File: src/hdl/assert_macros.svh
// Shared assertion macros. All checks are clocked on the rising edge and
// are switched off while the asynchronous reset is low.
`ifndef ASSERT_MACROS_SVH
`define ASSERT_MACROS_SVH

// plain property
`define ASSERT_PROP(name, clk, rst_n, prop) \
	name: assert property (@(posedge clk) disable iff (!rst_n) (prop)) \
		else $error("%m: check failed");

// same-cycle implication
`define ASSERT_IMPLIES(name, clk, rst_n, ante, cons) \
	name: assert property (@(posedge clk) disable iff (!rst_n) (ante) |-> (cons)) \
		else $error("%m: check failed");

// next-cycle implication
`define ASSERT_NEXT(name, clk, rst_n, ante, cons) \
	name: assert property (@(posedge clk) disable iff (!rst_n) (ante) |=> (cons)) \
		else $error("%m: check failed");

`endif

File: src/hdl/npc_pkg.sv
`timescale 1ns / 1ps
`default_nettype none

package npc_pkg;

	localparam int CHANNEL_BITS        = 10;
	localparam int COLOR_BITS          = 3 * CHANNEL_BITS;
	localparam int SQ_BITS             = 2 * CHANNEL_BITS;
	localparam int DIST_BITS           = SQ_BITS + 2;
	localparam int INDEX_BITS          = 5;
	localparam int SIZE_BITS           = 6;
	localparam int PALETTE_ENTRIES_DEF = 32;

	localparam logic [SIZE_BITS-1:0] PALETTE_SIZE_RESET = SIZE_BITS'(32);

	typedef enum logic {
		CMD_LOAD     = 1'b0,
		CMD_CLASSIFY = 1'b1
	} cmd_t;

	typedef struct packed {
		cmd_t                  command;
		logic [INDEX_BITS-1:0] entry_index;
		logic [COLOR_BITS-1:0] entry_color;
		logic [COLOR_BITS-1:0] pixel_color;
	} npc_in_t;

	typedef struct packed {
		logic [INDEX_BITS-1:0] nearest_index;
		logic [DIST_BITS-1:0]  nearest_distance;
	} npc_out_t;

endpackage

`default_nettype wire

File: src/hdl/npc_dist.sv
`timescale 1ns / 1ps
`default_nettype none

// Squared distance between a pixel and one palette entry, two stages:
// per-channel square, then the three-way sum.
module npc_dist (
	input  wire logic                           clk,
	input  wire logic [npc_pkg::COLOR_BITS-1:0] pixel,
	input  wire logic [npc_pkg::COLOR_BITS-1:0] entry,
	output logic      [npc_pkg::DIST_BITS-1:0]  dist_s3
);

	localparam int CB = npc_pkg::CHANNEL_BITS;
	localparam int SB = npc_pkg::SQ_BITS;
	localparam int DB = npc_pkg::DIST_BITS;

	logic [SB-1:0] sq_s2 [3];

	for (genvar c = 0; c < 3; c++) begin : g_chan
		logic [CB-1:0] a;
		logic [CB-1:0] b;
		logic [CB-1:0] diff;

		assign a    = pixel[c*CB +: CB];
		assign b    = entry[c*CB +: CB];
		assign diff = (a >= b) ? (a - b) : (b - a);

		always_ff @(posedge clk) begin
			sq_s2[c] <= SB'(diff) * SB'(diff);
		end
	end

	always_ff @(posedge clk) begin
		dist_s3 <= DB'(sq_s2[0]) + DB'(sq_s2[1]) + DB'(sq_s2[2]);
	end

endmodule

`default_nettype wire

File: config.mk
export PLATFORM = sky130hd
export DESIGN_NAME = npc_dist
export DESIGN_NICKNAME = d
export VERILOG_FILES = /design/src/hdl/assert_macros.svh /design/src/hdl/npc_pkg.sv /design/src/hdl/npc_dist.sv
export SDC_FILE = /design/constraint.sdc
export NUM_CORES = 1
export LEC_CHECK = 0
export ABC_AREA = 1
export BUFFER_PORTS_ARGS = -buffer_cell sky130_fd_sc_hd__buf_2
export CORE_ASPECT_RATIO = 0.6
export CORE_UTILIZATION = 35
export DETAILED_ROUTE_END_ITERATION = 7
export GPL_TIMING_DRIVEN = 0
export PLACE_DENSITY_LB_ADDON = 0.08
export SYNTH_ARGS = -nofsm -noshare
export SYNTH_HDL_FRONTEND = slang
export SYNTH_SLANG_ARGS = --single-unit
File: constraint.sdc
create_clock -name clk -period 8.3 [get_ports clk]
set_input_delay 2.49 -clock clk [delete_from_list [all_inputs] [get_ports clk]]
set_output_delay 2.49 -clock clk [all_outputs]
set_load 0.01 [all_outputs]
Word-level counts from Yosys, hierarchy flattened
Memory sizes are Yosys's and may differ from the RTL's.
Index checks and enable logic that the tools add are counted.
{"block": "totals", "ff_bits": 22, "ram_bits": 60, "in_bits": 61, "out_inout_bits": 22, "elab_cells": 19, "n_memories": 1}
{"block": "op_classes", "add_sub_neg": 8, "n_mul": 3, "order_cmp": 3, "muxes": 3}
{"name": "sq_s2", "depth": 3, "width": 20, "read_ports": 3, "rd_ports_with_merged_regs": 0, "wr": 3, "line": "npc_dist.sv:17", "source": "logic [SB-1:0] sq_s2 [3];"}
{"operator": "$mul A10 B10 Y20", "count": 3}
{"operator": "$sub A10 B10 Y10", "count": 6}
{"operator": "$ge A10 B10 Y1", "count": 3}
{"operator": "$mux W10", "count": 3}
{"operator": "$add A22 B20 Y22", "count": 1}
{"operator": "$add A20 B20 Y21", "count": 1}

Depth between registers and ports, before layout
{"block": "depth", "ltp_word": 3, "mapped_depth": 36, "depth_no_buf": 35}

Worst setup path after synthesis
No wires, ideal clock.
{"block": "synth_path", "path_type": "input to register", "startpoint": "in pixel[20] in the netlist's numbering", "endpoint": "mem sq_s2[0][58] in the netlist's numbering", "setup_ps": 72, "arrival_ps": 8012, "required_ps": 8228, "slack_ps": 217, "path_stages": 27, "n_path_buf": 0, "path_cell_list": "inv_1 ha_1 inv_1 fa_1 nand2_1 nand3_2 nand2_2 nand2_4 o21ai_0 xor2_2 nor2_1 inv_1 fa_1 fa_1 inv_1 fa_1 fa_1 inv_1 fa_1 inv_1 ha_1 a21oi_1 o21ai_0 nand2_1 o2111ai_1 a211oi_1 xor2_1"}
{"element": "start: declaration", "line": "npc_dist.sv:8", "source": "input wire logic [npc_pkg::COLOR_BITS-1:0] pixel,"}
{"element": "end: declaration", "line": "npc_dist.sv:17"}

==> out/results.ini <==
[timing]
worst_hold_slack_ns = 0.539
slew_headroom_pct = 63.5
worst_slew_pin_slew_ns = 0.547
skew_ns = 0.00546
setup_viol = 0
hold_viol_final = 0
fin_crit_sh_pct = 96.9
setup_tns_ns = 0
rsz0062_at_grt = yes
maxSlewViolCount = 0
max_freq_mhz = 124
min_period_ns = 8.04

[layout]
seq_area_sq_mm = 0.00158
n_fill_cell = 4188
syn2layout_area_growth_pct = 19.8
final_area_sq_mm = 0.0172
insertedDiodeCount = 0
finish.utilization_pct = 42.5
drive_gt1_share_pct = 18.3
nets = 2491
multi_input_area_sq_mm = 0.0122

[logic_synthesis]
synth-seq-cells = 79
syn_nets = 2346
syn_avg_cell_area_sq_um = 7.56
syn_inst = 1897
ys_seq_area_share_pct = 11.0
ys.flop_type = dfxtp_1
synth_warnings = 0
ys_async_sr_fraction_pct = 0
synth_edf_count = 0
netlist_area_sq_mm = 0.0143
ys_types = 46

[die]
ios = 83
start_util_pct = 35.5
die_area_sq_mm = 0.0418
die_w_um = 263
coreArea_sq_mm = 0.0404
core.rowCount = 57
die_y_um = 159

[setup_path]
required_ns = 8.54
slowest_stage = fa_1
start_kind = input pin
path_max_fanout = 8
cp_data_arrival_time_ns = 8.29
regToRegSetupSlack_ns = 3.99
path_common_cell = nand2_1
end_kind = register
critPathKind = in2reg
slowest_delay_ns = 0.55

[drt]
ant_nets = 0
firstDrtPassIters = 5
dr_total_vias = 12200
vias_per_cell = 4.75
wl_per_cell_um = 14.6
drcViolationCount = 0
wl_mm = 37.6
drtIter0Drc = 679

[clock_network]
clk_pin_slew_ns = 0.06
cts_max_path_buffers = 2
cts_made_buffers = 9
insertion_delay_ns = 0.34
cts.sink_count = 79
root_buffer = clkbuf_16
cts_tree = built
htreeDepth = 3
cts_hold_buf = 0

[grt]
antenna_found_initial = 0
grt_pass1_wl_mm = 61.6
grt_max_degree = 14
globalRouteOverflowTotal = 0
grt_pass1_vias = 12000
groute.usage.overall_pct = 18.3

[place]
post_dp_cell_area_sq_mm = 0.0154
place_congestion = 0.908
dp.final_hpwl_mm = 32.1
port_buffers = 82

[worst_hold_path]
hp-class = reg2reg

[outcome]
status = complete, no violations

[flow_run]
drv_cap = 0

## synth_stat cells (4+ instances only)
master | n | area share (%)
o21ai_1 | 7 | 0.24
clkbuf_1 | 6 | 0.16
o21bai_1 | 8 | 0.42
nand2_2 | 5 | 0.22
nor2_1 | 201 | 5.3
fa_1 | 150 | 21
nand4_1 | 5 | 0.22
a21o_1 | 10 | 0.52
a31oi_1 | 5 | 0.22
ha_1 | 238 | 21
nor2_2 | 5 | 0.22
nor3_1 | 7 | 0.24
xor2_1 | 88 | 5.4
a21oi_1 | 126 | 4.4
xnor2_1 | 29 | 1.8
xor2_2 | 6 | 0.68
dfxtp_1 | 79 | 11
inv_1 | 376 | 9.8
buf_2 | 9 | 0.31
o21ai_0 | 70 | 2.4
o21a_1 | 8 | 0.42
nand2_1 | 350 | 9.2
o211ai_1 | 4 | 0.21
a211oi_1 | 5 | 0.26
nand3_1 | 61 | 2.1
## state kept, by name (all words and copies together) (netlist names)
register,flops
sq_s2,57
dist_s3,22
## cells in the final DEF, fill, tap and decap left out, types with 11 or more instances in the layout
cell	n
inv_1	366
nand2_1	320
ha_1	207
nor2_1	154
fa_1	144
a21oi_1	102
buf_2	86
xor2_1	86
dfxtp_1	79
nand3_1	57
buf_4	51
o21ai_0	48
nor2_2	42
xnor2_1	29
nand2_2	25
a21oi_2	21
ha_4	20
o21ai_1	16
o21ai_2	12
nand2_4	11
ha_2	11
## per-stage QoR
| stage | std cells | worst slack, ns |
|---|---|---|
| 2_1_floorplan | 1897 | 0.217 |
| 3_3_place_gp | 2510 | -0.749 |
| 3_5_place_dp | 2510 | -0.755 |
| 4_1_cts | 2547 | 0.00772 |
| 5_1_grt | 2578 | -0.0712 |
| 6_report | 2578 | 0.257 |
## final timing paths
path / from / to / cells after the start
worst max-delay path: pixel[17] / sq_s2[0][39]$_DFF_P_ / 32
worst min-delay path: sq_s2[0][40]$_DFF_P_ / dist_s3[0]$_DFF_P_ / 1
worst max register to register: sq_s2[0][3]$_DFF_P_ / dist_s3[20]$_DFF_P_ / 23
worst min register to register: sq_s2[0][40]$_DFF_P_ / dist_s3[0]$_DFF_P_ / 1
## metal layers
| metal | part of all wire [%] | global-route usage [%] | up-vias |
|---|---|---|---|
| met5 | 0 | 0 | - |
| met4 | 0.39 | 1.49 | 0 |
| met3 | 5.9 | 3.86 | 15 |
| met2 | 37 | 24.1 | 218 |
| met1 | 57 | 30.3 | 5782 |
| li1 | - | - | 6222 |
## cell type report
type                            instances  area share, %
Buffer                                 17          0.641
Inverter                              381           8.54
Multi-Input combinational cell       1421           71.2
Tap cell                              531           3.87
Sequential cell                        79           9.21
Clock buffer                           10           1.33
Clock inverter                          6          0.495
Timing Repair Buffer                  133           4.69
## cell families (layout without fill, tap and decap cells)
family | Yosys count | in the layout | share of synthesized area [%]
AO/OA/AOI/OAI | 257 | 257 | 10.1
XOR/XNOR | 125 | 125 | 8.21
adder cells (fa/ha/maj) | 388 | 388 | 41.7
buffers and inverters | 398 | 547 | 10.6
flip-flops | 79 | 79 | 11.0
multiplexers | 1 | 1 | 0.0698
AND/OR/NAND/NOR | 649 | 650 | 18.3
## timing repair
| item | in CTS | in global routing |
|---|---|---|
| gates resized for setup | 50 | 216 |
| setup endpoints to repair | 24 | 33 |
| cloned | 0 | 1 |
| setup buffers | 21 | 30 |
| pin swaps | 5 | 55 |
## worst max-delay path: cells and delay by family
| kind | cells | cell delay [ns] |
|---|---|---|
| fa+ha+maj | 7 | 3.16 |
| simple gates | 12 | 1.25 |
| compound gates | 3 | 0.40 |
| xor+xnor | 1 | 0.19 |
| buf+inv | 9 | 0.77 |
Power is left out: the tool's default activity adds up to more than one toggle a clock period on the data nets, which glitch-free logic cannot reach.
