`src/hdl/assert_macros.svh`:
```
// Shared assertion macros. All checks are clocked on the rising edge and
// are switched off while the asynchronous reset is low.
`ifndef ASSERT_MACROS_SVH
`define ASSERT_MACROS_SVH

// plain property
`define ASSERT_PROP(name, clk, rst_n, prop) \
	name: assert property (@(posedge clk) disable iff (!rst_n) (prop)) \
		else $error("%m: check failed");

// same-cycle implication
`define ASSERT_IMPLIES(name, clk, rst_n, ante, cons) \
	name: assert property (@(posedge clk) disable iff (!rst_n) (ante) |-> (cons)) \
		else $error("%m: check failed");

// next-cycle implication
`define ASSERT_NEXT(name, clk, rst_n, ante, cons) \
	name: assert property (@(posedge clk) disable iff (!rst_n) (ante) |=> (cons)) \
		else $error("%m: check failed");

`endif

```
`src/hdl/npc_pkg.sv`:
```
`timescale 1ns / 1ps
`default_nettype none

package npc_pkg;

	localparam int CHANNEL_BITS        = 10;
	localparam int COLOR_BITS          = 3 * CHANNEL_BITS;
	localparam int SQ_BITS             = 2 * CHANNEL_BITS;
	localparam int DIST_BITS           = SQ_BITS + 2;
	localparam int INDEX_BITS          = 5;
	localparam int SIZE_BITS           = 6;
	localparam int PALETTE_ENTRIES_DEF = 32;

	localparam logic [SIZE_BITS-1:0] PALETTE_SIZE_RESET = SIZE_BITS'(32);

	typedef enum logic {
		CMD_LOAD     = 1'b0,
		CMD_CLASSIFY = 1'b1
	} cmd_t;

	typedef struct packed {
		cmd_t                  command;
		logic [INDEX_BITS-1:0] entry_index;
		logic [COLOR_BITS-1:0] entry_color;
		logic [COLOR_BITS-1:0] pixel_color;
	} npc_in_t;

	typedef struct packed {
		logic [INDEX_BITS-1:0] nearest_index;
		logic [DIST_BITS-1:0]  nearest_distance;
	} npc_out_t;

endpackage

`default_nettype wire

```
`src/hdl/npc_min_tree.sv`:
```
`timescale 1ns / 1ps
`default_nettype none

`include "assert_macros.svh"

// Registered binary minimum tree, one level per stage. Leaves are padded to
// a power of two; a disabled leaf never wins over an enabled one. On equal
// distances the left (lower index) child is kept.
module npc_min_tree #(
	parameter int LEAVES = npc_pkg::PALETTE_ENTRIES_DEF
) (
	input  wire logic                            clk,
	input  wire logic                            arst_n,
	input  wire logic                            in_valid,
	input  wire logic [LEAVES-1:0]               leaf_en,
	input  wire logic [npc_pkg::DIST_BITS-1:0]   leaf_dist [LEAVES],
	output logic                                 out_valid,
	output logic      [$clog2(LEAVES)-1:0]       out_index,
	output logic      [npc_pkg::DIST_BITS-1:0]   out_dist
);

	localparam int LEVELS = $clog2(LEAVES);
	localparam int N      = 1 << LEVELS;
	localparam int IW     = LEVELS;
	localparam int DW     = npc_pkg::DIST_BITS;

	logic [DW-1:0] pad_dist [N];
	logic [N-1:0]  pad_en;

	logic [DW-1:0] node_dist_q [1:N-1];
	logic [IW-1:0] node_idx_q  [1:N-1];
	logic [N-1:1]  node_en_q;
	logic [LEVELS-1:0] vld_q;

	for (genvar j = 0; j < N; j++) begin : g_pad
		if (j < LEAVES) begin : g_used
			assign pad_dist[j] = leaf_dist[j];
			assign pad_en[j]   = leaf_en[j];
		end else begin : g_empty
			assign pad_dist[j] = '0;
			assign pad_en[j]   = 1'b0;
		end
	end

	// heap layout: node i has children 2i and 2i+1, leaves sit at N..2N-1
	for (genvar i = 1; i < N; i++) begin : g_node
		logic [DW-1:0] ld;
		logic [DW-1:0] rd;
		logic [IW-1:0] li;
		logic [IW-1:0] ri;
		logic          le;
		logic          re;
		logic          take_r;

		if (2 * i >= N) begin : g_bottom
			assign ld = pad_dist[2*i-N];
			assign rd = pad_dist[2*i+1-N];
			assign li = IW'(2*i-N);
			assign ri = IW'(2*i+1-N);
			assign le = pad_en[2*i-N];
			assign re = pad_en[2*i+1-N];
		end else begin : g_inner
			assign ld = node_dist_q[2*i];
			assign rd = node_dist_q[2*i+1];
			assign li = node_idx_q[2*i];
			assign ri = node_idx_q[2*i+1];
			assign le = node_en_q[2*i];
			assign re = node_en_q[2*i+1];
		end

		// strictly smaller wins, so ties keep the lower index
		assign take_r = re && (!le || (rd < ld));

		always_ff @(posedge clk or negedge arst_n) begin
			if (!arst_n) begin
				node_en_q[i] <= 1'b0;
			end else begin
				node_en_q[i] <= le | re;
			end
		end

		always_ff @(posedge clk) begin
			node_dist_q[i] <= take_r ? rd : ld;
			node_idx_q[i]  <= take_r ? ri : li;
		end
	end

	always_ff @(posedge clk or negedge arst_n) begin
		if (!arst_n) begin
			vld_q <= '0;
		end else begin
			vld_q <= LEVELS'({vld_q, in_valid});
		end
	end

	assign out_valid = vld_q[LEVELS-1];
	assign out_index = node_idx_q[1];
	assign out_dist  = node_dist_q[1];

	// the winner can never be farther than leaf zero when leaf zero took part
	`ASSERT_IMPLIES(a_min_not_above_leaf0, clk, arst_n,
		out_valid && $past(leaf_en[0], LEVELS),
		out_dist <= $past(leaf_dist[0], LEVELS))

endmodule

`default_nettype wire

```
`config.mk`:
```
export PLATFORM = sky130hd
export DESIGN_NAME = npc_min_tree
export DESIGN_NICKNAME = d
export VERILOG_FILES = /design/src/hdl/npc_pkg.sv /design/src/hdl/npc_min_tree.sv
export VERILOG_INCLUDE_DIRS = /design/src /design/src/hdl
export SDC_FILE = /design/constraint.sdc
export NUM_CORES = 2
export LEC_CHECK = 0
export BUFFER_PORTS_ARGS = -buffer_cell sky130_fd_sc_hd__buf_4
export CAP_MARGIN = 10
export CORE_ASPECT_RATIO = 0.7
export CORE_MARGIN = 3
export CORE_UTILIZATION = 59
export CTS_BUF_LIST = sky130_fd_sc_hd__clkbuf_8
export DETAILED_ROUTE_END_ITERATION = 8
export MAX_ROUTING_LAYER = met4
export PLACE_DENSITY = 0.9
export SLEW_MARGIN = 15
export SYNTH_ARGS = -nofsm -noshare
export SYNTH_HDL_FRONTEND = slang
export SYNTH_SLANG_ARGS = --single-unit
```
`constraint.sdc`:
```
create_clock -name clk -period 4.6 [get_ports clk]
set_input_delay 1.38 -clock clk [delete_from_list [all_inputs] [get_ports clk]]
set_output_delay 1.38 -clock clk [all_outputs]
set_load 0.01 [all_outputs]
```
Word level (Yosys, flattened, before mapping)
Memory sizes are Yosys's and may differ from the RTL's.
Index checks and enable logic that the tools add are counted.
{"block": "word_totals", "ff_bits": 35, "ram_bits": 837, "in_bits": 739, "output_inout_bits": 28, "word_cells": 249, "memories": 2}
{"block": "classes", "order_cmp": 31, "muxes": 62, "bitwise_logic": 30, "reduce_logical": 93}
{"memory": "node_dist_q", "depth": 31, "word_bits": 22, "read_ports": 31, "rd_ports_with_merged_regs": 0, "write_ports": 31, "line": "npc_min_tree.sv:30", "rtl": "logic [DW-1:0] node_dist_q [1:N-1];"}
{"memory": "node_idx_q", "depth": 31, "word_bits": 5, "read_ports": 31, "rd_ports_with_merged_regs": 0, "write_ports": 31, "line": "npc_min_tree.sv:31", "rtl": "logic [IW-1:0] node_idx_q [1:N-1];"}
{"cell": "< comparator 22 bit", "n": 31}
{"cell": "two-way mux 22 bit", "n": 31}
{"cell": "two-way mux 5 bit", "n": 15}
{"cell": "logical AND 1 bit", "n": 31}
{"cell": "zero test 1 bit", "n": 31}
{"cell": "logical OR 1 bit", "n": 31}
{"cell": "OR 1 bit", "n": 30}
{"cell": "two-way mux 1 bit", "n": 16}

Logic depth before layout (Yosys ltp)
An unclocked memory read counts as a cell.
{"block": "depth", "word_depth": 5, "ltp_mapped": 10, "mapped_depth_nobuf": 9}

Least setup slack after synthesis
Ideal clock, no wire load.
{"block": "synth_timing", "path_type": "input port to flip-flop", "from": "in leaf_dist[85] in the netlist's numbering", "to": "reg, netlist name node_dist_q[1][310]", "setup_ps": 121, "arrival_time_ps": 3275, "required_time_ps": 4479, "slack_ps": 1203, "path_stages": 8, "path_buffers": 1, "path_cell_list": "inv_1 -> ha_1 -> nand4_2 -> or4_4 -> o41ai_2 -> a21oi_2 -> buf_6 -> mux2_4"}
{"element": "start, declared", "line": "npc_min_tree.sv:16", "rtl": "input wire logic [npc_pkg::DIST_BITS-1:0] leaf_dist [LEAVES],"}

==> results_tabular.tex <==
\begin{tabular}{lr}
\hline
Metric & Value \\
\hline
\multicolumn{2}{l}{\textbf{Setup path}} \\
Number of cells on the worst reg-to-reg path & 7 \\
Crit path required time & 5230 ps \\
Crit. End Element & flop \\
Launching instance or port of the critical path & leaf\_dist[61] \\
Data arrival time at the worst-slack endpoint & 3960 ps \\
Reg-to-Reg Start & node\_dist\_q[1][151] \\
Startpoint-to-endpoint class of the critical path & input pin to flop \\
Startpoint class of the critical path & input pin \\
Highest net fanout along the worst path & 21 \\
\multicolumn{2}{l}{\textbf{Yosys}} \\
Area leader, netlist & sky130\_fd\_sc\_hd\_\_dfxtp\_1 \\
Fraction of synthesized cell area in xor and xnor cells & 0\% \\
Mapped Nets & 6089 \\
Compound-cell area share of the yosys netlist & 14.8\% \\
Area of the mapped netlist & 44500 um\^{}2 \\
Proportion of synthesized flip-flops having asynchronous set or reset & 4.52\% \\
Combinational family with the most area after synthesis & adder cells \\
Count of synthesis-stage warnings from yosys & 0 \\
Portion of the post-synthesis area used by sequential elements & 35.2\% \\
Biggest area contributors in the synthesized netlist & sky130\_fd\_sc\_hd\_\_dfxtp\_1, sky130\_fd\_sc\_hd\_\_ha\_1, sky130\_fd\_sc\_hd\_\_mux2\_2 \\
Synth top area share & 33.2\% \\
Count of mapped cells out of synthesis & 4699 \\
Main synth FF type & sky130\_fd\_sc\_hd\_\_dfxtp\_1 \\
Number of library cell types mapped by synthesis & 48 \\
Multiplexer area fraction after synthesis & 14.1\% \\
\#FFs+latches synth & 774 \\
Avg Synthesized Cell Area & 9.48 um\^{}2 \\
Synthesized-area fraction occupied by adder cells & 18.3\% \\
Number of enable flip-flop cells after synthesis & 0 \\
Simple logic cell fraction of the synthesized area & 10.2\% \\
\multicolumn{2}{l}{\textbf{Timing}} \\
Clock period minus final worst setup slack & 3330 ps \\
Final number of max-transition violations & 0 \\
Achievable Freq & 300 MHz \\
Slew at the pin closest to its max-slew limit & 1150 ps \\
Worst Skew & 34.1 ps \\
Headroom to the max-slew limit & 23.1\% \\
Unrepaired setup endpoints after global routing & false \\
Worst setup slack after layout & 1270 ps \\
Setup violation total in the final timing report & 0 \\
Crit share post-route & 72.4\% \\
Setup TNS & 0 ps \\
Count of final hold-check violations & 0 \\
\multicolumn{2}{l}{\textbf{Power and ir drop}} \\
Power, Total & 23.5 mW \\
Leak & 26.2 nW \\
Areal power density over the cells & 436 nW/um\^{}2 \\
Max rail drop VDD & 0.000283 V \\
\multicolumn{2}{l}{\textbf{Placement}} \\
Port Buffer Count & 766 \\
Post-place instance area & 51300 um\^{}2 \\
Half-perimeter wire length after placement & 108 mm \\
Dpl ws & 605 ps \\
Placer congestion estimate & 0.991 \\
\multicolumn{2}{l}{\textbf{GRT}} \\
GR Util All Layers & 34.1\% \\
Met3 demand-to-capacity share in global routing & 6.17\% \\
Busiest layer in global routing & met2 \\
GRT Residual Overflow & 0 \\
Via count of the first global-routing pass & 39.1k \\
Antenna violations before repair & 6 \\
Pin count of the biggest net entering global routing & 51 \\
First-pass GRT wire length & 209 mm \\
Met2 usage in global routing & 54.2\% \\
Met1 usage & 43.6\% \\
\multicolumn{2}{l}{\textbf{Clock network}} \\
CTS tree & yes \\
Clk buf depth & 3 \\
Hold buffers post-CTS & 0 \\
Clock root cell & sky130\_fd\_sc\_hd\_\_clkbuf\_8 \\
Clock-pin slew on the worst setup and hold paths & 70 ps \\
Clk sinks & 774 \\
Clock latency reported for the late side of the worst-skew pair & 740 ps \\
Buffers inserted by post-CTS timing repair & 0 \\
PostCTS Resize Cnt & 0 \\
CTS H-tree depth & 3 \\
Number of CTS-inserted buffers & 111 \\
\multicolumn{2}{l}{\textbf{Min path}} \\
Cell depth of the worst min-delay path & 0 \\
Worst Hold Launch & vld\_q[0] \\
Tightest Hold Check Type & flop to flop \\
\multicolumn{2}{l}{\textbf{Route}} \\
Vias per cell & 6.01 \\
Vias & 39.2k \\
Average routed wire per standard cell & 21.1 um \\
Routed wire length & 138 mm \\
Number of DRC markers after the initial detailed-route iteration & 3248 \\
Number of nets still failing antenna checks after routing & 0 \\
Pre-Repair DR Iteration Count & 8 \\
DR DRC count & 2 \\
\multicolumn{2}{l}{\textbf{Run}} \\
\# Max-Cap Violations & 0 \\
\multicolumn{2}{l}{\textbf{Finish}} \\
Final layout net count & 6835 \\
Commonest non-fill, non-tap cell in the layout & sky130\_fd\_sc\_hd\_\_buf\_4 \\
Post-synthesis to final-layout area growth & 21.0\% \\
Highest-count cells in the layout ignoring fill and taps & sky130\_fd\_sc\_hd\_\_buf\_4, sky130\_fd\_sc\_hd\_\_dfxtp\_1, sky130\_fd\_sc\_hd\_\_inv\_1 \\
Proportion of layout cells with a drive suffix above 1 & 32.0\% \\
Total non-filler cell area in the finished layout & 53900 um\^{}2 \\
\multicolumn{2}{l}{\textbf{Die}} \\
Core Area & 74000 um\^{}2 \\
Horizontal die dimension & 334 um \\
Number of rows created at floorplan & 83 \\
Die ar. & 78900 um\^{}2 \\
Ports placed on the boundary & 767 \\
Y dimension of the die & 236 um \\
Initial standard-cell utilization of the core & 60.2\% \\
\multicolumn{2}{l}{\textbf{Outcome}} \\
Status & finished, violations left \\
Failing checks & design-rule violations \\
\hline
\end{tabular}
sequential cells by signal, summed over array words and instances, names as in the netlist:
signal	flops
node_idx_q	57
node_dist_q	682
vld_q	5
g_node.le	15
g_node.re	15
cells by family after synthesis:
| kind of cell | Yosys count |
|---|---|
| adders and majority gates | 651 |
| DFF | 774 |
| muxes | 550 |
| buffers and inverters | 871 |
| AOI/OAI and AO/OA | 914 |
| and+or+nand+nor | 939 |
power breakdown:
part | internal, mW | leakage (nW) | switching [mW] | total (mW)
clock network | 3.13 | 1.38 | 2.77 | 5.90
logic | 3.99 | 18.2 | 4.22 | 8.21
registers | 8.28 | 6.58 | 1.10 | 9.37
cell type report:
class	instances	area, um^2
Antenna cell	4	10.0
Fill cell	5087	20200
Inverter	689	2590
Clock buffer	145	2000
Sequential cell	774	15700
Tap cell	977	1220
Clock inverter	64	452
Multi-Input combinational cell	3054	25700
Timing Repair Buffer	815	6220
through the flow:
step	instances	util, %	hold slack [ps]
floorplan	4699	-	331
global route	6521	72.8	367
global placement	6305	69.3	338
detailed placement	6305	69.3	336
CTS	6514	72.6	351
finish	6522	72.8	348
metal layers:
layer  vias up  routed length [um]
li1      18365                   -
met1     18619               58100
met2      1854               62800
met3       329               11600
met4         0                5100
met5         -                   0
worst max-delay path, cell delays in order:
cell and delay (ps):
sky130_fd_sc_hd__buf_4 110, sky130_fd_sc_hd__ha_1 310, sky130_fd_sc_hd__a21oi_1 170, sky130_fd_sc_hd__o21bai_1 100, sky130_fd_sc_hd__a2111oi_0 600, sky130_fd_sc_hd__o211ai_1 280
sky130_fd_sc_hd__a21oi_2 380, sky130_fd_sc_hd__buf_12 250, sky130_fd_sc_hd__mux2_2 360
final timing paths:
check                                      endpoint  slack, ps
worst max-delay path            node_dist_q[1][329]       1270
worst min-delay path                       vld_q[1]        350
worst max register to register  node_dist_q[0][242]       1460
worst min register to register             vld_q[1]        350
max in group asynchronous              g_node[6].le       3280
min in group asynchronous              g_node[9].le        750
cells in the mapped netlist (2+ instances only):
cell type	instances
sky130_fd_sc_hd__nand2b_1	23
sky130_fd_sc_hd__a21oi_1	236
sky130_fd_sc_hd__dfrtp_1	35
sky130_fd_sc_hd__clkbuf_1	118
sky130_fd_sc_hd__o221a_2	154
sky130_fd_sc_hd__a21oi_2	2
sky130_fd_sc_hd__a31oi_2	3
sky130_fd_sc_hd__o211ai_1	195
sky130_fd_sc_hd__a21boi_0	7
sky130_fd_sc_hd__nand3b_1	7
sky130_fd_sc_hd__o2111ai_1	7
sky130_fd_sc_hd__mux2_2	531
sky130_fd_sc_hd__mux2_4	19
sky130_fd_sc_hd__nand2_1	459
sky130_fd_sc_hd__a221o_1	9
sky130_fd_sc_hd__nor4_1	15
sky130_fd_sc_hd__buf_6	2
sky130_fd_sc_hd__buf_2	48
sky130_fd_sc_hd__nor3_1	55
sky130_fd_sc_hd__a21boi_1	11
sky130_fd_sc_hd__a21boi_2	4
sky130_fd_sc_hd__dfxtp_1	739
sky130_fd_sc_hd__buf_1	12
sky130_fd_sc_hd__o21bai_1	2
sky130_fd_sc_hd__or2_2	30
sky130_fd_sc_hd__a31oi_1	12
sky130_fd_sc_hd__a22oi_1	14
sky130_fd_sc_hd__a211oi_1	38
sky130_fd_sc_hd__a221oi_1	14
sky130_fd_sc_hd__o21ai_0	139
sky130_fd_sc_hd__nand4_1	236
sky130_fd_sc_hd__a21o_1	21
sky130_fd_sc_hd__and4_1	2
sky130_fd_sc_hd__nor2_1	37
sky130_fd_sc_hd__o21a_1	32
sky130_fd_sc_hd__nand3_1	54
sky130_fd_sc_hd__buf_4	2
sky130_fd_sc_hd__ha_1	651
sky130_fd_sc_hd__inv_1	689
sky130_fd_sc_hd__a211o_1	9
sky130_fd_sc_hd__nor2b_1	19
(Power assumes the default switching activity.)
